## src/rtl/core/mco_pkg.sv

```systemverilog
// Shared types, codes and the control store for the matrix chain order block.
package mco_pkg;

    // Fixed field widths of the item and result payloads
    localparam int COST_W  = 56;
    localparam int SPLIT_W = 4;
    localparam int FDIM_W  = 16;
    localparam int QIDX_W  = 5;
    localparam int STEP_W  = 5;

    // Saturation ceiling for costs
    localparam logic [COST_W-1:0] COST_MAX = '1;

    // Item kinds
    localparam logic KIND_LOAD  = 1'b0;
    localparam logic KIND_QUERY = 1'b1;

    // Result status codes
    localparam logic [1:0] ST_OK   = 2'd0;
    localparam logic [1:0] ST_BAD  = 2'd1;
    localparam logic [1:0] ST_LONG = 2'd2;

    // Control store addresses
    localparam logic [STEP_W-1:0] S_IDLE  = 5'd0;
    localparam logic [STEP_W-1:0] S_DISP  = 5'd1;
    localparam logic [STEP_W-1:0] S_CHK   = 5'd2;
    localparam logic [STEP_W-1:0] S_DINIT = 5'd3;
    localparam logic [STEP_W-1:0] S_DIAG  = 5'd4;
    localparam logic [STEP_W-1:0] S_LINIT = 5'd5;
    localparam logic [STEP_W-1:0] S_ROW   = 5'd6;
    localparam logic [STEP_W-1:0] S_KA    = 5'd7;
    localparam logic [STEP_W-1:0] S_KB    = 5'd8;
    localparam logic [STEP_W-1:0] S_KC    = 5'd9;
    localparam logic [STEP_W-1:0] S_KD    = 5'd10;
    localparam logic [STEP_W-1:0] S_KE    = 5'd11;
    localparam logic [STEP_W-1:0] S_KF    = 5'd12;
    localparam logic [STEP_W-1:0] S_WRB   = 5'd13;
    localparam logic [STEP_W-1:0] S_NLEN  = 5'd14;
    localparam logic [STEP_W-1:0] S_RD    = 5'd15;
    localparam logic [STEP_W-1:0] S_OUT   = 5'd16;

    typedef struct packed {
        logic              kind;
        logic [FDIM_W-1:0] dim_value;
        logic              last_dim;
        logic [QIDX_W-1:0] query_row;
        logic [QIDX_W-1:0] query_col;
    } item_t;

    typedef struct packed {
        logic [COST_W-1:0]  min_cost;
        logic [SPLIT_W-1:0] best_split;
        logic [1:0]         status;
    } result_t;

    // Datapath operation of one control word
    typedef enum logic [3:0] {
        OP_NONE,
        OP_WAIT,
        OP_DIAG_INIT,
        OP_DIAG_WR,
        OP_LEN_INIT,
        OP_ROW_INIT,
        OP_LAT_A,
        OP_LAT_B,
        OP_LAT_C,
        OP_MUL2,
        OP_CMP,
        OP_WR_BEST,
        OP_LEN_NEXT,
        OP_OUT
    } op_t;

    // Dimension store read address select
    typedef enum logic [1:0] {
        D_NONE,
        D_IM1,
        D_K,
        D_J
    } dsel_t;

    // Cost store read address select
    typedef enum logic [1:0] {
        CS_NONE,
        CS_IK,
        CS_KJ,
        CS_RES
    } csel_t;

    // Jump conditions
    typedef enum logic [3:0] {
        C_NEXT,
        C_ALWAYS,
        C_NO_WORK,
        C_QUERY,
        C_LOAD_ERR,
        C_DIAG_MORE,
        C_N_LT2,
        C_K_MORE,
        C_ROW_MORE,
        C_LEN_MORE,
        C_OUT_BUSY
    } cond_t;

    typedef struct packed {
        op_t               op;
        dsel_t             dsel;
        csel_t             csel;
        cond_t             cond;
        logic [STEP_W-1:0] target;
        logic              home;
    } ctrl_t;

    typedef struct packed {
        logic no_work;
        logic is_query;
        logic load_err;
        logic diag_more;
        logic n_lt2;
        logic k_more;
        logic row_more;
        logic len_more;
        logic out_busy;
    } flags_t;

    // Pack one control word
    function automatic ctrl_t cw(op_t op, dsel_t ds, csel_t cs, cond_t cd,
                                 logic [STEP_W-1:0] tg, logic hm);
        ctrl_t w;
        w.op     = op;
        w.dsel   = ds;
        w.csel   = cs;
        w.cond   = cd;
        w.target = tg;
        w.home   = hm;
        return w;
    endfunction

    // Control store: one word per step
    function automatic ctrl_t ucode(logic [STEP_W-1:0] step);
        ctrl_t w;
        unique case (step)
            S_IDLE:  w = cw(OP_WAIT,      D_NONE, CS_NONE, C_NO_WORK,   S_IDLE, 1'b0);
            S_DISP:  w = cw(OP_NONE,      D_NONE, CS_NONE, C_QUERY,     S_RD,   1'b0);
            S_CHK:   w = cw(OP_NONE,      D_NONE, CS_NONE, C_LOAD_ERR,  S_OUT,  1'b0);
            S_DINIT: w = cw(OP_DIAG_INIT, D_NONE, CS_NONE, C_NEXT,      S_IDLE, 1'b0);
            S_DIAG:  w = cw(OP_DIAG_WR,   D_NONE, CS_NONE, C_DIAG_MORE, S_DIAG, 1'b0);
            S_LINIT: w = cw(OP_LEN_INIT,  D_NONE, CS_NONE, C_N_LT2,     S_RD,   1'b0);
            S_ROW:   w = cw(OP_ROW_INIT,  D_NONE, CS_NONE, C_NEXT,      S_IDLE, 1'b0);
            S_KA:    w = cw(OP_NONE,      D_IM1,  CS_IK,   C_NEXT,      S_IDLE, 1'b0);
            S_KB:    w = cw(OP_LAT_A,     D_K,    CS_KJ,   C_NEXT,      S_IDLE, 1'b0);
            S_KC:    w = cw(OP_LAT_B,     D_J,    CS_NONE, C_NEXT,      S_IDLE, 1'b0);
            S_KD:    w = cw(OP_LAT_C,     D_NONE, CS_NONE, C_NEXT,      S_IDLE, 1'b0);
            S_KE:    w = cw(OP_MUL2,      D_NONE, CS_NONE, C_NEXT,      S_IDLE, 1'b0);
            S_KF:    w = cw(OP_CMP,       D_NONE, CS_NONE, C_K_MORE,    S_KA,   1'b0);
            S_WRB:   w = cw(OP_WR_BEST,   D_NONE, CS_NONE, C_ROW_MORE,  S_ROW,  1'b0);
            S_NLEN:  w = cw(OP_LEN_NEXT,  D_NONE, CS_NONE, C_LEN_MORE,  S_ROW,  1'b0);
            S_RD:    w = cw(OP_NONE,      D_NONE, CS_RES,  C_NEXT,      S_IDLE, 1'b0);
            S_OUT:   w = cw(OP_OUT,       D_NONE, CS_NONE, C_OUT_BUSY,  S_OUT,  1'b1);
            default: w = cw(OP_NONE,      D_NONE, CS_NONE, C_ALWAYS,    S_IDLE, 1'b0);
        endcase
        return w;
    endfunction

endpackage

```

## src/rtl/core/mco_seq.sv

```systemverilog
// Microcode sequencer: step counter, control store fetch and conditional jumps.
module mco_seq (
    input  logic            clk,
    input  logic            rst_n,
    input  mco_pkg::flags_t flags,
    output mco_pkg::ctrl_t  ctrl
);

    logic [mco_pkg::STEP_W-1:0] step_reg;
    logic [mco_pkg::STEP_W-1:0] step_next;
    logic                       take;

    // Fetch the current control word
    assign ctrl = mco_pkg::ucode(step_reg);

    // Evaluate the jump condition
    always_comb
    begin
        unique case (ctrl.cond)
            mco_pkg::C_NEXT:      take = 1'b0;
            mco_pkg::C_ALWAYS:    take = 1'b1;
            mco_pkg::C_NO_WORK:   take = flags.no_work;
            mco_pkg::C_QUERY:     take = flags.is_query;
            mco_pkg::C_LOAD_ERR:  take = flags.load_err;
            mco_pkg::C_DIAG_MORE: take = flags.diag_more;
            mco_pkg::C_N_LT2:     take = flags.n_lt2;
            mco_pkg::C_K_MORE:    take = flags.k_more;
            mco_pkg::C_ROW_MORE:  take = flags.row_more;
            mco_pkg::C_LEN_MORE:  take = flags.len_more;
            mco_pkg::C_OUT_BUSY:  take = flags.out_busy;
            default:              take = 1'b0;
        endcase
    end

    // Jump, return home, or advance
    always_comb
    begin
        priority if (take)
        begin
            step_next = ctrl.target;
        end
        else if (ctrl.home)
        begin
            step_next = mco_pkg::S_IDLE;
        end
        else
        begin
            step_next = step_reg + mco_pkg::STEP_W'(1);
        end
    end

    always_ff @(posedge clk or negedge rst_n)
    begin
        if (!rst_n)
        begin
            step_reg <= mco_pkg::S_IDLE;
        end
        else
        begin
            step_reg <= step_next;
        end
    end

endmodule

```

## config.mk

```make
export PLATFORM = sky130hd
export DESIGN_NAME = mco_seq
export DESIGN_NICKNAME = d
export VERILOG_FILES = /design/src/rtl/core/mco_pkg.sv /design/src/rtl/core/mco_seq.sv
export SDC_FILE = /design/constraint.sdc
export NUM_CORES = 1
export LEC_CHECK = 0
export BUFFER_PORTS_ARGS = -buffer_cell sky130_fd_sc_hd__buf_2
export CAP_MARGIN = 20
export CORE_MARGIN = 4
export CORE_UTILIZATION = 50
export CTS_BUF_LIST = sky130_fd_sc_hd__clkbuf_4 sky130_fd_sc_hd__clkbuf_8 sky130_fd_sc_hd__clkbuf_16
export DETAILED_ROUTE_END_ITERATION = 8
export GPL_ROUTABILITY_DRIVEN = 0
export PLACE_DENSITY = 0.87
export SYNTH_ARGS = -nofsm -noshare
export SYNTH_HDL_FRONTEND = slang
export SYNTH_SLANG_ARGS = --single-unit
export TNS_END_PERCENT = 20
```

## constraint.sdc

```tcl
create_clock -name clk -period 3.5 [get_ports clk]
set_input_delay 0.35 -clock clk [delete_from_list [all_inputs] [get_ports clk]]
set_output_delay 0.35 -clock clk [all_outputs]
set_load 0.01 [all_outputs]
```

### Yosys cells after proc, flatten, opt, wreduce, memory -nomap -nowiden

Memory sizes are Yosys's and may differ from the RTL's.
Cells that the tools add are included.

* memories kept: 1
* memory bits (read-only): 576
* flip-flop bits (word level): 5
* input bits: 11
* output and inout bits: 18
* word-level logic and storage cells: 16

Memory list
* (name not given): words 32, bits a word 18, rd ports 1, clocked after Yosys merged registers in 0, wr ports 0, line mco_pkg.sv:142 `unique case (step)`

* mux-type cells: 3
* $add $sub $neg: 1
* equality and inequality tests: 10

Operators by type and width (count)
* == test 4 x 3 -> 1 bit (second input constant): 4
* == test 4 bit (second input constant): 3
* two-way mux 5 bit: 2
* one-hot mux 1 bit (10 select lines): 1
* == test 4 x 2 -> 1 bit (second input constant): 2
* adder 5 x 1 -> 5 bit (second input constant): 1
* == test 4 x 1 -> 1 bit (second input constant): 1

### Depth between registers and ports, before layout

An unclocked memory read counts as a cell.

* word-level depth: 4
* gate-level depth with buffers: 9
* mapped depth without buffers: 9

### Least setup slack after synthesis

Ideal clock, no wire load.

* path type: register -> register
* start point: reg step_reg[1] in the netlist's numbering
* end point: reg step_reg[0] in the netlist's numbering
* setup time: 0.125 ns
* arrival: 2.348 ns
* setup slack: 1.027 ns
* cell stages (with the launch flop): 10
* cells stage by stage: dfrtp_1 -> inv_1 -> ha_1 -> nor2b_1 -> nor3_1 -> a211oi_2 -> o21ai_0 -> o32a_1 -> o22ai_4 -> mux2_4

RTL lines
* start: declaration: line mco_seq.sv:9 `logic [mco_pkg::STEP_W-1:0] step_reg;`
* start signal: assignment: line mco_seq.sv:56 `step_reg <= mco_pkg::S_IDLE;`
* start signal: assignment: line mco_seq.sv:60 `step_reg <= step_next;`

### Worst setup path after layout

* start point: reg step_reg[1] in the netlist's numbering
* end point: reg step_reg[4] in the netlist's numbering

* longest elaborated chain between the ends: 4
* elaborated cells on any way between the ends: 15
* those cells by class: add/sub (1); eq/ne (10); mux (3); memory (1)

RTL lines
* memory (32 x 18 bit)
* == test 4 bit, or another cell as far along: line mco_seq.sv:19 `unique case (ctrl.cond)`
* one-hot mux 1 bit (10 select lines): line mco_seq.sv:19
* two-way mux 5 bit (*): line mco_seq.sv:38 `priority if (take)`
* net step_next (one bit): line mco_seq.sv:10 `logic [mco_pkg::STEP_W-1:0] step_next;`

Mark *: on every way through the listed nets, which the timed path passes. The rest lies on a longest branch.

==> results.tsv <==
metric	value	unit
dp_hpwl	1.78	mm
synth_nets	127	
crit_type	reg -> reg	
cts-buffers-inserted	3	
synthXorXnorAreaFrac	0.996	%
worst_slew_pin_slew	781	ps
die_w	49.9	um
grt_setup_unrepaired	false	
place_inst	147	
maxCapViolations	0	
report.final.slew_viol_count	0	
finalWorstSetupSlack	741	ps
setup_tns	0	ps
num_vias	926	
clock_skew	3.93	ps
clk-insertion-delay-late	250	ps
drive_gt1_share	37.5	%
cts_tree	built	
cts.sinks	5	
routed_via_density	6.09	
clk_path_buf_depth	2	
fmax	362	MHz
synth_top_family_by_area	compound AO/OA/AOI/OAI gates	
r2r_start	step_reg[1]$_DFF_PN0_	
hold_class	in -> async	
grt_pass1_vias	864	
synthToLayoutAreaGrowth	19.8	%
ys_async_sr_fraction	100	%
core-area	1580	um^2
n_antenna_cell	0	
totalWireLength	2.41	mm
ys.flop_type	dfrtp_1	
rr_worst_depth	8	
syn_inst	109	
max_stage_delay	490	ps
timing.rr.end	step_reg[4]$_DFF_PN0_	
synth.area.mux_share	17.1	%
path_clk_slew	50	ps
syn_avg_cell_area	8.07	um^2
grt_pass1_wl	3.91	mm
final_cell_mix	28 x buf_2, 11 x nand2_1, 10 x a21oi_1	
initial_utilization	55.8	%
slew_headroom	48.0	%
final_nets	155	
synth_seq_area_share	14.2	%
drc_errors	0	
portBuffers	28	
power_density	1230	nW/um^2
grt_overflow	0	
hold_viol_final	0	
total_power	1.29	mW
pre_cts_ws	774	ps
synthesis.area	880	um^2
p_leak	0.525	nW
end_kind	flop	
firstDrtPassIters	4	
cts.htree.levels	1	
ctsResizeCount	0	
ys_ff_latch	5	
final_cells	152	
yosysWarnings	0	
finalSetupViolCount	0	
synth-edff-count	0	
wl_per_cell	15.8	um
cpMaxStageDelayCell	dfrtp_1	
cp.required	3640	ps
synthAdderAreaFrac	9.96	%
cp_max_fo	10	
ant_nets	0	
crit_chain	inv_1, ha_1, a21oi_1, a211o_2, mux2i_1, o32a_1, o22ai_4, mux2_4	
final_min_period_over_clock_period	78.8	%
final_common_cell	buf_2	
cts_root_buf	clkbuf_4	
max-vdd-ir-drop	659	uV
dieArea	2490	um^2
cp-start-kind	flop	
largest_register_ffs	5	
period_needed	2760	ps
worstPathArrival	2890	ps
synth.distinct_cells	39	
drt_iter0_markers	48	
fp-row-count	14	
reg2reg_slack	740	ps
num_io_pins	29	
antenna_found_initial	0	
synthSimpleGateAreaFrac	23.9	%
synth_compound_area_share	27.9	%
status	finished, final reports clean	
grt_max_degree	27	
die_height	49.9	um
grt_usage	20.6	%
## layout make-up
cell class,count,area (um^2)
multi-input combinational,91,702
fill,132,523
timing repair buffer,29,150
sequential,5,125
clock buffer,4,30.0
inverter,7,26.3
tap,16,20.0
## critical path, delay by kind of cell (launching register included)
kind | cells | cell delay, ps
buffers and inverters | 1 | 180
DFF | 1 | 490
adders and majority gates | 1 | 350
AOI/OAI and AO/OA | 4 | 1140
muxes | 2 | 480
## metrics by stage
step	util, %	hold slack (ps)	area, um^2
CTS	66.8	442	1050
floorplan	-	54.4	880
global placement	64.3	165	1010
finish	66.8	444	1050
detailed placement	64.3	172	1010
global route	66.8	445	1050
## report_power, final
| part | total (mW) | switching [mW] | leakage, nW | internal, mW |
|---|---|---|---|---|
| Clock | 0.0804 | 0.0292 | 0.0184 | 0.0512 |
| Combinational | 1.03 | 0.522 | 0.443 | 0.504 |
| Sequential | 0.187 | 0.103 | 0.0638 | 0.0843 |
| Total | 1.29 | 0.654 | 0.525 | 0.640 |
## cell usage after synthesis (2+ instances only)
cell type  count  area (um^2)
inv_1          4         15.0
o21a_1         2         15.0
nand2b_1       3         18.8
nor3_1         4         20.0
a211oi_1       2         15.0
nand3_1        3         15.0
buf_1          3         11.3
inv_2          3         11.3
nor2_1         7         26.3
buf_2          3         15.0
mux2_4         6         90.1
o21ai_1        5         25.0
nor2b_1        2         12.5
dfrtp_1        5          125
mux2i_1        6         60.1
a21oi_1       10         50.1
nand2_1       11         41.3
ha_1           7         87.6
o21ai_0        3         15.0
## how the worst max path moves through the flow
stage / endpoint / depth (start not counted) / from / slack [ps]
global route: step_reg[4]$_DFF_PN0_ / 9 / step_reg[1]$_DFF_PN0_ / 550
CTS: step_reg[4]$_DFF_PN0_ / 8 / step_reg[1]$_DFF_PN0_ / 750
finish: step_reg[4]$_DFF_PN0_ / 8 / step_reg[1]$_DFF_PN0_ / 740
detailed placement: step_reg[4]$_DFF_PN0_ / 8 / step_reg[1]$_DFF_PN0_ / 770
floorplan: step_reg[0]$_DFF_PN0_ / 9 / step_reg[1]$_DFF_PN0_ / 1030
global placement: step_reg[2]$_DFF_PN0_ / 8 / step_reg[1]$_DFF_PN0_ / 840
## cell families after synthesis
kind of cell             after synthesis
XOR/XNOR                               1
adder cells (fa/ha/maj)                7
AND/OR/NAND/NOR                       39
buffers and inverters                 13
multiplexers                          12
AO/OA/AOI/OAI                         32
flip-flops                             5
## repair_timing
item                      CTS  global route
buffers inserted            0             0
hold endpoints to repair    5             0
hold buffers                1             0
## per-layer routing
layer	global-route usage, %	routed length [um]	vias to the layer above
met4	14.3	63	0
met3	3.01	165	6
met1	23.5	997	434
met2	34.8	1180	45
li1	-	-	441
met5	0	0	-
No activity file was read; power rests on OpenSTA's default activity.
